File: src/rtl/core/vsrt_pkg.sv
// ----------------------------------------------------------------------------
// vsrt_pkg: shared types and constants of the vertex transform
// Register map, pipeline payload types, CORDIC arctangent table and the
// saturation helper used by the transform pipeline.
// ----------------------------------------------------------------------------
package vsrt_pkg;

  localparam int unsigned CordicStagesDefault = 16;
  localparam int unsigned AtanCount           = 24;
  localparam int unsigned AddrWidth           = 5;
  localparam int unsigned DataWidth           = 32;

  localparam logic signed [31:0] GainQ30    = 32'sd652032874;
  localparam logic signed [31:0] ScaleReset = 32'sd65536;

  typedef enum logic [2:0] {
    REG_AXIS  = 3'd0,
    REG_ANGLE = 3'd1,
    REG_TX    = 3'd2,
    REG_TY    = 3'd3,
    REG_TZ    = 3'd4,
    REG_SCALE = 3'd5
  } reg_idx_e;

  typedef enum logic [1:0] {
    AXIS_X    = 2'd0,
    AXIS_Y    = 2'd1,
    AXIS_Z    = 2'd2,
    AXIS_NONE = 2'd3
  } axis_e;

  typedef struct packed {
    logic [1:0]  axis;
    logic [15:0] angle;
    logic [31:0] tx;
    logic [31:0] ty;
    logic [31:0] tz;
    logic [31:0] sf;
  } cfg_t;

  // Scaled point, rounded translation offsets and pass-through w.
  typedef struct packed {
    logic [31:0] px;
    logic [31:0] py;
    logic [31:0] pz;
    logic [31:0] w;
    logic [47:0] tx;
    logic [47:0] ty;
    logic [47:0] tz;
  } pay_t;

  typedef struct packed {
    logic [31:0] cx;
    logic [31:0] cy;
    logic [31:0] cz;
    logic        flip;
  } cord_t;

  typedef struct packed {
    cord_t cord;
    pay_t  pay;
  } stage_t;

  // Arctangent of 2^-i, full turn = 2^32.
  function automatic logic signed [31:0] atan_lut(input logic [4:0] idx);
    logic signed [31:0] r;
    case (idx)
      5'd0:  r = 32'sd536870912;
      5'd1:  r = 32'sd316933406;
      5'd2:  r = 32'sd167458907;
      5'd3:  r = 32'sd85004756;
      5'd4:  r = 32'sd42667331;
      5'd5:  r = 32'sd21354465;
      5'd6:  r = 32'sd10679838;
      5'd7:  r = 32'sd5340245;
      5'd8:  r = 32'sd2670163;
      5'd9:  r = 32'sd1335087;
      5'd10: r = 32'sd667544;
      5'd11: r = 32'sd333772;
      5'd12: r = 32'sd166886;
      5'd13: r = 32'sd83443;
      5'd14: r = 32'sd41722;
      5'd15: r = 32'sd20861;
      5'd16: r = 32'sd10430;
      5'd17: r = 32'sd5215;
      5'd18: r = 32'sd2608;
      5'd19: r = 32'sd1304;
      5'd20: r = 32'sd652;
      5'd21: r = 32'sd326;
      5'd22: r = 32'sd163;
      5'd23: r = 32'sd81;
      default: r = 32'sd0;
    endcase
    return r;
  endfunction

  function automatic logic [31:0] sat32(input logic signed [48:0] v);
    logic [31:0] r;
    if (v > 49'sd2147483647) begin
      r = 32'h7FFF_FFFF;
    end else if (v < -49'sd2147483648) begin
      r = 32'h8000_0000;
    end else begin
      r = v[31:0];
    end
    return r;
  endfunction

endpackage

File: src/rtl/core/vsrt_cordic_stage.sv
// ----------------------------------------------------------------------------
// vsrt_cordic_stage: one registered CORDIC rotation step
// Rotates the sine/cosine vector by the arctangent of 2^-IDX and carries
// the point payload along unchanged.
// ----------------------------------------------------------------------------
module vsrt_cordic_stage #(
  parameter int unsigned IDX = 0
) (
  input  logic             clk_i,
  input  logic             rst_ni,
  input  logic             en_i,
  input  logic             valid_i,
  input  vsrt_pkg::stage_t data_i,
  output logic             valid_o,
  output vsrt_pkg::stage_t data_o
);
  import vsrt_pkg::*;

  localparam logic signed [31:0] Atan = atan_lut(5'(IDX));

  logic signed [31:0] x, y, z, dx, dy;
  stage_t             d_d, d_q;
  logic               v_q;

  always_comb begin
    x   = $signed(data_i.cord.cx);
    y   = $signed(data_i.cord.cy);
    z   = $signed(data_i.cord.cz);
    dx  = y >>> IDX;
    dy  = x >>> IDX;
    d_d = data_i;
    if (!z[31]) begin
      d_d.cord.cx = x - dx;
      d_d.cord.cy = y + dy;
      d_d.cord.cz = z - Atan;
    end else begin
      d_d.cord.cx = x + dx;
      d_d.cord.cy = y - dy;
      d_d.cord.cz = z + Atan;
    end
  end

  always_ff @(posedge clk_i or negedge rst_ni) begin
    if (!rst_ni) begin
      v_q <= 1'b0;
    end else if (en_i) begin
      v_q <= valid_i;
    end
  end

  always_ff @(posedge clk_i) begin
    if (en_i) begin
      d_q <= d_d;
    end
  end

  assign valid_o = v_q;
  assign data_o  = d_q;
endmodule
File: config.mk
export PLATFORM = sky130hd
export DESIGN_NAME = vsrt_cordic_stage
export DESIGN_NICKNAME = d
export VERILOG_FILES = /design/src/rtl/core/vsrt_pkg.sv /design/src/rtl/core/vsrt_cordic_stage.sv
export SDC_FILE = /design/constraint.sdc
export NUM_CORES = 1
export LEC_CHECK = 0
export ABC_AREA = 1
export BUFFER_PORTS_ARGS = -buffer_cell sky130_fd_sc_hd__clkbuf_2
export CAP_MARGIN = 20
export CORE_AREA = 5 5 288 290
export CTS_BUF_LIST = sky130_fd_sc_hd__clkbuf_8
export DETAILED_ROUTE_END_ITERATION = 12
export DIE_AREA = 0 0 293 295
export PLACE_DENSITY = 0.53
export REMOVE_ABC_BUFFERS = 1
export SLEW_MARGIN = 40
export SYNTH_ARGS = -nofsm -noshare
export SYNTH_HDL_FRONTEND = slang
export SYNTH_SLANG_ARGS = --single-unit
File: constraint.sdc
create_clock -name clk_i -period 0.84 [get_ports clk_i]
set_input_delay 0 -clock clk_i [delete_from_list [all_inputs] [get_ports clk_i]]
set_output_delay 0 -clock clk_i [all_outputs]
set_load 0.02 [all_outputs]
* Yosys cells after proc, flatten, opt, wreduce, memory -nomap -nowiden
Cells that the tools add are included.
Storage, ports and cells: input port bits 373, flip-flop bits (word level) 370, output and inout bits 370
Operators by class: muxes and demuxes 1, $add $sub $neg 5
Operators with widths (count):
- 96-bit 2-to-1 mux | 1
- 32-bit subtractor | 2
- 32-bit by 31-bit adder with 32-bit output (second input constant) | 1
- 32-bit adder | 1
- 32-bit by 31-bit subtractor with 32-bit output (second input constant) | 1

* Depth between registers and ports, before layout
depth after elaboration 2, gate-level depth with buffers 17, gate-level depth less buffers 16

* Worst setup path before layout
Ideal clock, no wire load.
kind input-to-reg, start in data_i[305] (netlist bit), end reg d_q, in the netlist data_o[365] (data pin), buffers on the path 0, data arrival time 1366 ps, cell stages on the path 11, path slack -780 ps, setup time 254 ps, cells stage by stage ha_1 -> fa_1 -> nand2_1 -> nand2_1 -> and2_1 -> nand2_1 -> nand3_1 -> nand2_1 -> nand3_1 -> nand3_1 -> nand2_1
RTL lines:
- start, declared | RTL line vsrt_cordic_stage.sv:13 | input vsrt_pkg::stage_t data_i,
- end signal, assigned | RTL line vsrt_cordic_stage.sv:53 | d_q <= d_d;
- end, declared | RTL line vsrt_cordic_stage.sv:22 | stage_t d_d, d_q;

* Final worst setup path
start reg d_q, in the netlist data_o[52], end out data_o[52] (netlist bit)
RTL lines:
- end, declared | RTL line vsrt_cordic_stage.sv:15 | output vsrt_pkg::stage_t data_o
No word-level cell between the ends.

==> run summary <==
Worst path max stage delay - 0.55 ns
Final setup fails - 430
Number of synthesized flops with an enable pin - 368
Syn. warnings - 0
TritonCTS Sinks - 369
IO Pins - 743
Logic pwr share - 33.3%
Setup TNS - -153.38 ns
Internal - 0.0414 W
DRC - 0
Max-slew headroom - 68.3%
Highest Clock Rate - 698 MHz
First-pass GRT wire length - 147000 um
Critical Path AT - 1.43 ns
Hold Buf Count CTS - 325
Top-count cell post-synth - nand2_1
Via density - 4.41
Prevailing post-synth register cell - edfxtp_1
Cell class contributing the biggest share of worst-path delay - flip-flops
Worst hold stages - 4
Vias in the first global route - 20200
Share of flip-flops with an asynchronous set or reset - 0.271%
DR WL/cell - 24.4 um
Worst Path Buf+Inv - 1
Nets - 3892
Post-place setup slack - -1.33 ns
P_sw - 0.0210 W
Synth cell types - 38
GPL Wtd Cong - 0.950
CP Capture Type - output port
Worst-path cell chain - clkbuf_8
Flop pwr share - 37.7%
Switching Fraction - 33.7%
Largest area contributor in the netlist - edfxtp_1
Outcome - complete, but fails checks
Register area - 11100 um2
Routed WL - 111000 um
Full die area - 86400 um2
Synth top area share - 59.3%
Initial antenna violation count - 16
VDD IR max - 0.836 mV
Cells after DPL - 3985
Slew Limit Fails - 0
Final worst path period share - 170%
Layout Cells excl Fill - 4542
Clk root buf - clkbuf_8
H-Tree Depth - 3
Violated checks - hold timing, setup timing
Synth top area cells - edfxtp_1 59%, nand2_1 12%, inv_1 6.4%
Via count - 20000
Post-route ant nets - 0
Site Rows - 104
P_leak - 17.6 nW
Max_cap viols - 0
Fin Hold WS - -0.0780 ns
TritonRoute pass-1 iters - 5
Worst-margin pin slew - 0.476 ns
Pwr Density - 1660 nW/um2
Fin crit period - 1.43 ns
Share of layout cells above drive strength 1 - 53.6%
CTS max path bufs - 3
Critical Path RT - 0.84 ns
Worst hold path type - in2reg
Buffers on Ports - 742
Total core area - 80000 um2
Clock power frac - 29.0%
Die Y - 295 um
Final clock skew - 0 ns
Worst R2R Path Depth - 1
Worst-skew pair later-pin latency - 0.63 ns
DP Wirelength - 85400 um
Seq/Total Area, Yosys - 59.4%
Pin count of the biggest net entering global routing - 34
Most frequent cells after synthesis - 600 x nand2_1, 368 x edfxtp_1, 316 x inv_1, 149 x nand3_1, 100 x nor2_1
Initial Util - 23.3%
TritonCTS clock tree - done
Unrepaired setup endpoints after global routing - yes
Iter 0 DRT Violations - 1291
Final WS setup - -0.592 ns
CP Class - reg2out
Crit-path max FO - 1
Post-Synthesis Cells - 1916
Num CTS Buffers - 72
Clock-pin slew on the worst setup and hold paths - 0.07 ns
Global Route Usage Sum - 23.7%
Die Wd - 293 um
Syn avg cell area - 9.73 um2
Fillers - 7190
GRT overflow - 0
Area Overhead vs Synth - 102%
Critical Path Source Type - register
Area of the multi-input gates - 9010 um2
Cell area after synthesis - 18600 um2
CP max-delay cell - edfxtp_1
Synth Register Bits - 369
Hold Fails Final Rpt - 8
Worst path depth - 1
==> cells by family after synthesis <==
| logic type | share of synthesized area (%) |
|---|---|
| AOI/OAI and AO/OA | 3.97 |
| muxes | 0.0604 |
| adders and majority gates | 6.74 |
| xor gates and xnor gates | 1.17 |
| and+or+nand+nor | 20.6 |
| DFF | 59.4 |
| buffers and inverters | 7.98 |
==> registers in the layout, summed over array words and instances (netlist names) <==
register / cells
data_o: 368
valid_o: 1
==> final cells by class <==
class,count,area share (%)
timing repair buffer,1473,35.9
sequential,369,29.4
multi-input combinational,1174,24.0
tap,1060,3.52
inverter,331,3.46
clock buffer,73,2.67
clock inverter,52,0.954
antenna,10,0.0665
==> layer usage <==
layer	global-route usage [%]	vias to the layer above	share of wire (%)
li1	-	9262	-
met1	27.8	9727	38
met2	39.4	817	47
met3	8.89	204	9.7
met4	9.81	8	5.0
met5	0	-	0.052
==> placed cells by master (no fill, tap or decap), drive strengths merged, types with 6 or more instances in the layout <==
cell and n:
a21oi 71, buf 714, clkbuf 507, clkinv 25
diode 10, dlygate4sd3 322, edfxtp 368, ha 94
inv 353, nand2 619, nand3 149, nand3b 6
nand4 19, nor2 111, nor3 7, o21a 6
o21ai 37, o21bai 10, xor2 25
==> metrics by stage <==
stage,power (W),instance area [um2],utilization (%),hold slack (ns)
after floorplan,0.0291,18400,-,-0.296
after global placement,0.0369,26000,32.5,-0.224
after detailed placement,0.0369,26000,32.5,-0.221
after CTS,0.0598,34400,43.0,-0.200
after global routing,0.0651,37600,47.0,-0.111
final,0.0624,37600,47.0,-0.0780
==> power groups by stage <==
stage | sequential [W] | combinational (W) | clock (W)
floorplan | 0.0252 | 0.00386 | 0
detailed placement | 0.0234 | 0.0135 | 0
global placement | 0.0234 | 0.0135 | 0
CTS | 0.0232 | 0.0179 | 0.0187
global route | 0.0236 | 0.0219 | 0.0196
finish | 0.0235 | 0.0208 | 0.0181
==> timing repair <==
item / 4_1_cts / 5_1_grt
setup buffers: 48 / 58
setup endpoints to repair: 428 / 443
pin swaps: 176 / 271
gates resized for setup: 824 / 1112
hold endpoints to repair: 667 / 14
==> worst paths after layout <==
kind,start,slack [ns],endpoint
worst max-delay path,data_o[52],-0.59,data_o[52]
worst min-delay path,data_i[306],-0.08,data_o[306]
worst max register to register,valid_o,0.08,valid_o
worst min register to register,valid_o,0.53,valid_o
max in group asynchronous,rst_ni,0.52,valid_o
min in group asynchronous,rst_ni,0.22,valid_o
No activity file was read; power rests on OpenSTA's default activity.
