File: src/rtl/core/vsrt_pkg.sv
// ----------------------------------------------------------------------------
// vsrt_pkg: shared types and constants of the vertex transform
// Register map, pipeline payload types, CORDIC arctangent table and the
// saturation helper used by the transform pipeline.
// ----------------------------------------------------------------------------
package vsrt_pkg;

  localparam int unsigned CordicStagesDefault = 16;
  localparam int unsigned AtanCount           = 24;
  localparam int unsigned AddrWidth           = 5;
  localparam int unsigned DataWidth           = 32;

  localparam logic signed [31:0] GainQ30    = 32'sd652032874;
  localparam logic signed [31:0] ScaleReset = 32'sd65536;

  typedef enum logic [2:0] {
    REG_AXIS  = 3'd0,
    REG_ANGLE = 3'd1,
    REG_TX    = 3'd2,
    REG_TY    = 3'd3,
    REG_TZ    = 3'd4,
    REG_SCALE = 3'd5
  } reg_idx_e;

  typedef enum logic [1:0] {
    AXIS_X    = 2'd0,
    AXIS_Y    = 2'd1,
    AXIS_Z    = 2'd2,
    AXIS_NONE = 2'd3
  } axis_e;

  typedef struct packed {
    logic [1:0]  axis;
    logic [15:0] angle;
    logic [31:0] tx;
    logic [31:0] ty;
    logic [31:0] tz;
    logic [31:0] sf;
  } cfg_t;

  // Scaled point, rounded translation offsets and pass-through w.
  typedef struct packed {
    logic [31:0] px;
    logic [31:0] py;
    logic [31:0] pz;
    logic [31:0] w;
    logic [47:0] tx;
    logic [47:0] ty;
    logic [47:0] tz;
  } pay_t;

  typedef struct packed {
    logic [31:0] cx;
    logic [31:0] cy;
    logic [31:0] cz;
    logic        flip;
  } cord_t;

  typedef struct packed {
    cord_t cord;
    pay_t  pay;
  } stage_t;

  // Arctangent of 2^-i, full turn = 2^32.
  function automatic logic signed [31:0] atan_lut(input logic [4:0] idx);
    logic signed [31:0] r;
    case (idx)
      5'd0:  r = 32'sd536870912;
      5'd1:  r = 32'sd316933406;
      5'd2:  r = 32'sd167458907;
      5'd3:  r = 32'sd85004756;
      5'd4:  r = 32'sd42667331;
      5'd5:  r = 32'sd21354465;
      5'd6:  r = 32'sd10679838;
      5'd7:  r = 32'sd5340245;
      5'd8:  r = 32'sd2670163;
      5'd9:  r = 32'sd1335087;
      5'd10: r = 32'sd667544;
      5'd11: r = 32'sd333772;
      5'd12: r = 32'sd166886;
      5'd13: r = 32'sd83443;
      5'd14: r = 32'sd41722;
      5'd15: r = 32'sd20861;
      5'd16: r = 32'sd10430;
      5'd17: r = 32'sd5215;
      5'd18: r = 32'sd2608;
      5'd19: r = 32'sd1304;
      5'd20: r = 32'sd652;
      5'd21: r = 32'sd326;
      5'd22: r = 32'sd163;
      5'd23: r = 32'sd81;
      default: r = 32'sd0;
    endcase
    return r;
  endfunction

  function automatic logic [31:0] sat32(input logic signed [48:0] v);
    logic [31:0] r;
    if (v > 49'sd2147483647) begin
      r = 32'h7FFF_FFFF;
    end else if (v < -49'sd2147483648) begin
      r = 32'h8000_0000;
    end else begin
      r = v[31:0];
    end
    return r;
  endfunction

endpackage

File: src/rtl/core/vsrt_regs.sv
// ----------------------------------------------------------------------------
// vsrt_regs: configuration register file
// APB-style write/read access to the six transform registers.
// ----------------------------------------------------------------------------
module vsrt_regs (
  input  logic                           clk_i,
  input  logic                           rst_ni,
  input  logic                           psel_i,
  input  logic                           penable_i,
  input  logic                           pwrite_i,
  input  logic [vsrt_pkg::AddrWidth-1:0] paddr_i,
  input  logic [vsrt_pkg::DataWidth-1:0] pwdata_i,
  output logic [vsrt_pkg::DataWidth-1:0] prdata_o,
  output vsrt_pkg::cfg_t                 cfg_o
);
  import vsrt_pkg::*;

  cfg_t     cfg_q;
  logic     wr;
  reg_idx_e idx;

  assign wr  = psel_i & penable_i & pwrite_i;
  assign idx = reg_idx_e'(paddr_i[4:2]);

  always_ff @(posedge clk_i or negedge rst_ni) begin
    if (!rst_ni) begin
      cfg_q.axis  <= '0;
      cfg_q.angle <= '0;
      cfg_q.tx    <= '0;
      cfg_q.ty    <= '0;
      cfg_q.tz    <= '0;
      cfg_q.sf    <= ScaleReset;
    end else if (wr) begin
      unique case (idx)
        REG_AXIS:  cfg_q.axis  <= pwdata_i[1:0];
        REG_ANGLE: cfg_q.angle <= pwdata_i[15:0];
        REG_TX:    cfg_q.tx    <= pwdata_i;
        REG_TY:    cfg_q.ty    <= pwdata_i;
        REG_TZ:    cfg_q.tz    <= pwdata_i;
        REG_SCALE: cfg_q.sf    <= pwdata_i;
        default: ;
      endcase
    end
  end

  always_comb begin
    unique case (idx)
      REG_AXIS:  prdata_o = {30'd0, cfg_q.axis};
      REG_ANGLE: prdata_o = {16'd0, cfg_q.angle};
      REG_TX:    prdata_o = cfg_q.tx;
      REG_TY:    prdata_o = cfg_q.ty;
      REG_TZ:    prdata_o = cfg_q.tz;
      REG_SCALE: prdata_o = cfg_q.sf;
      default:   prdata_o = '0;
    endcase
  end

  assign cfg_o = cfg_q;
endmodule

File: config.mk
export PLATFORM = sky130hd
export DESIGN_NAME = vsrt_regs
export DESIGN_NICKNAME = d
export VERILOG_FILES = /design/src/rtl/core/vsrt_pkg.sv /design/src/rtl/core/vsrt_regs.sv
export SDC_FILE = /design/constraint.sdc
export NUM_CORES = 1
export LEC_CHECK = 0
export ABC_AREA = 1
export BUFFER_PORTS_ARGS = -buffer_cell sky130_fd_sc_hd__buf_2
export CORE_ASPECT_RATIO = 2
export CORE_MARGIN = 2
export CORE_UTILIZATION = 45
export DETAILED_ROUTE_END_ITERATION = 6
export PLACE_DENSITY = 0.71
export SLEW_MARGIN = 0
export SYNTH_ARGS = -nofsm -noshare
export SYNTH_HDL_FRONTEND = slang
export SYNTH_SLANG_ARGS = --single-unit
File: constraint.sdc
create_clock -name clk_i -period 1.1 [get_ports clk_i]
set_input_delay 0.055 -clock clk_i [delete_from_list [all_inputs] [get_ports clk_i]]
set_output_delay 0.055 -clock clk_i [all_outputs]
set_load 0.1 [all_outputs]
==> out/qor.yml, run 1 <==
synth_seq_area_share: 0.518
start_util: 0.462
error: "[ERROR DPL-0038] Utilization greater than 100%, impossible to legalize"
port_buffers: 217
stop_stage: "5_1_grt"
core.rowCount: 64
cts_buffer_depth: 2
root_buffer: "clkbuf_16"
grt_max_degree: 39
avgSynthCellArea_um2: 7.82
dpl_cell_area_um2: 12900
ys_ff_latch: 146
synthDistinctLibCells: 23
dp_hpwl_um: 21200
cts_max_level: 4
io_pins: 220
crit_endpoint: "prdata_o[1]"
synthArstFlopShare: 1.00
syn_inst: 903
synth_warnings: 0
synthFlopType: "dfrtp_1"
synth-edff-count: 0
routabilityCongestion: 0.872
syn_nets: 945
syn-cell-area_um2: 7060
die_h_um: 181
status: "did not finish"
dieWidth_um: 92.6
cts_made_buffers: 17
worstEpCategory: "top-level output"
clock-sinks: 146
## per-stage QoR
| step | util | setup slack, ps | cells | TNS [ps] |
|---|---|---|---|---|
| 2_1_floorplan | - | -142 | 903 | -3410 |
| 3_3_place_gp | 0.845 | -139 | 1390 | -10560 |
| 3_5_place_dp | 0.845 | -227 | 1390 | -18580 |
| 4_1_cts | 0.967 | -490 | 1490 | -27050 |
## cells in the mapped netlist (16+ instances only)
cell	n	area [um2]
o21ai_0	86	430
inv_1	110	413
a21oi_1	16	80.1
nor2_1	67	251
buf_2	23	115
nand2_1	263	987
o21ai_2	16	140
nand3_1	62	310
o21ai_1	44	220
dfrtp_1	145	3630
clkbuf_1	17	63.8
nand4_1	20	125
## cells by family after synthesis
family          synth area share
simple gates               0.253
compound gates             0.123
buf+inv                    0.107
flops                      0.518
## repair_timing
item | in CTS
endpoints found under the setup margin | 157
buffers inserted | 46
pin swaps | 37
hold buffers | 33
resized for setup | 190
endpoints found under the hold margin | 289
==> run 2: changes to the inputs <==
Settings changed: CORE_ASPECT_RATIO 2 to not set, CORE_UTILIZATION 45 to 30, PLACE_DENSITY 0.71 to not set, PLACE_DENSITY_LB_ADDON set to 0.15.
==> out/qor.yml, run 2 <==
grt_max_degree: 38
setup_violations: 148
cts_buffer_depth: 2  # unchanged
crit_arrival_ps: 1500
core-area_um2: 23300
root_buffer: "clkbuf_16"
die-area_um2: 24800
grt_pass1_vias: 7953
switchingPower_mw: 16.2
most-common-layout-cells: "nand2_1, buf_12, buf_6, dfrtp_4, o21ai_0"
synth_seq_area_share: 0.518  # unchanged
pwr-share-seq: 0.236
ys_top_cells_by_count: "nand2_1, dfrtp_1, inv_1"
pwr_density_cell_nw_per_um2: 2280
min_period_ps: 1560
combPwrFrac: 0.590
maxSlewHeadroom: 0.802
routabilityCongestion: 0.793  # -9.0%
ant_nets: 0
yosys-top-cells-area: "dfrtp_1, nand2_1, o21ai_0"
first_pass_iters: 4
syn_nets: 945  # unchanged
holdWs_ps: 67.4
reg2reg_depth: 6
crit_path_end_kind: "output port"
cts_made_buffers: 17  # unchanged
sw_frac_of_total: 0.471
synthFlopType: "dfrtp_1"
fmax_mhz: 641
fin_crit_sh: 1.42
io_pins: 220  # unchanged
tightest_slew_ps: 297
dp_hpwl_um: 19700  # -7.4%
p_int_mw: 18.3
p_clk_frac: 0.174
synth-edff-count: 0  # unchanged
clkTransAtPathRegs_ps: 70
hp-class: "input port to async pin"
grt_first_pass_wirelength_um: 44400
place_ws_ps: -159  # +68.0 ps
final_common_cell: "nand2_1"
clock-sinks: 146  # unchanged
port_buffers: 217  # unchanged
drt_iter0_markers: 413
finish.utilization: 0.650
wl_um: 28400
route.detailed.drc: 0
antenna_found_initial: 1
worstReg2RegStart: "cfg_o[74]$_DFFE_PN0P_"
cts_tree: "built"
crit_type: "flop to output port"
tns_ps: -26990
cts_max_level: 4  # unchanged
die_h_um: 157  # -13%
drive_gt1_frac: 0.585
final_cells: 1641
cp-start-kind: "flop"
synth_top_area_share: 0.514  # unchanged
setup_ws_ps: -459
status: "finished, violations left"
fin_skew_ps: 0
track_usage: 0.235
synthArstFlopShare: 1.00  # unchanged
nNetsFinal: 1351
area_growth_pct: 114
avgRoutedWirePerCell_um: 17.3
syn-cell-area_um2: 7060  # unchanged
synthDistinctLibCells: 23  # unchanged
rrSetupSlack_ps: 10
largest_reg_flops: 146
syn_inst: 903  # unchanged
num_vias: 7645
r2r_end: "cfg_o[74]$_DFFE_PN0P_"
post-synth-top-count-cell: "nand2_1"
vias_per_cell: 4.66
rsz0062_at_grt: "yes"
dpl_cell_area_um2: 13200  # +2.5%
ys_ff_latch: 146  # unchanged
finalInstanceArea_um2: 15100
drv_cap: 0
dp_cells: 1530  # +10%
finalHoldViolCount: 0
slew_violations: 0
synth_warnings: 0  # unchanged
power.total_mw: 34.5
p_leak_nw: 6.81
irDropWorstVdd_mv: 1.28
worstPathRequired_ps: 1040
synth_top_cell_by_area: "dfrtp_1"
clock_latency_ps: 420
start_util: 0.304  # -0.158
violations: "setup timing"
grt_remaining_overflow: 0
dieWidth_um: 157  # +70%
core.rowCount: 56  # -13%
crit_path_max_fanout: 2
avgSynthCellArea_um2: 7.82  # unchanged
[run 2: cell counts after synthesis]
No cell type changed its count.
[run 2: layer usage]
| layer | track usage | wire length [um] |
|---|---|---|
| met3 | 0.0633 | 1820 |
| met2 | 0.395 | 14200 |
| met1 | 0.292 | 11700 |
| met4 | 0.0814 | 698 |
| met5 | 0 | 0 |
[run 2: worst max-delay path by stage]
| stage | startpoint | to | slack (ps) | cells past startpoint |
|---|---|---|---|---|
| finish | cfg_o[16]$_DFFE_PN1P_ | prdata_o[16] | -460 | 5 |
| global route | cfg_o[16]$_DFFE_PN1P_ | prdata_o[16] | -510 | 5 |
| CTS | cfg_o[16]$_DFFE_PN1P_ | prdata_o[16] | -480 | 5 |
| detailed placement | paddr_i[2] | prdata_o[20] | -160 | 8 |
| global placement | paddr_i[2] | prdata_o[17] | -140 | 8 |
| floorplan | cfg_o[74]$_DFFE_PN0P_ | prdata_o[10] | -140 | 4 |
[run 2: cell families after synthesis]
logic type / synth area share
and+or+nand+nor: 0.253
buffers and inverters: 0.107
DFF: 0.518
AOI/OAI and AO/OA: 0.123
[run 2: final cells by class]
cell class                 count  area, um2
timing repair buffer         442       6210
fill                        1852       8130
inverter                     116        463
clock buffer                  18        429
tap                          319        399
antenna                        1       2.50
sequential                   146       4060
clock inverter                13        161
multi-input combinational    586       3410
[run 2: worst max-delay path, stage by stage (launching register included)]
cell and delay, ps:
dfstp_4 620, inv_2 40, o21ai_2 110, inv_2 70, nand2_8 60, buf_12 160
[run 2: timing repair]
item	CTS	global route
gates resized for setup	124	97
hold buffers	33	0
setup buffers	36	48
pin swaps	26	30
hold endpoints to repair	290	0
setup endpoints to repair	166	178
[run 2: power by group through the flow]
stage                     Clock, mW  Combinational, mW  Sequential [mW]
after floorplan                   0               3.02             15.9
after global placement            0               18.9             8.05
after detailed placement          0               19.0             8.10
after CTS                      6.08               20.0             8.12
after global routing           6.27               21.0             8.29
final                          6.01               20.3             8.16
No activity file was read; power rests on OpenSTA's default activity.
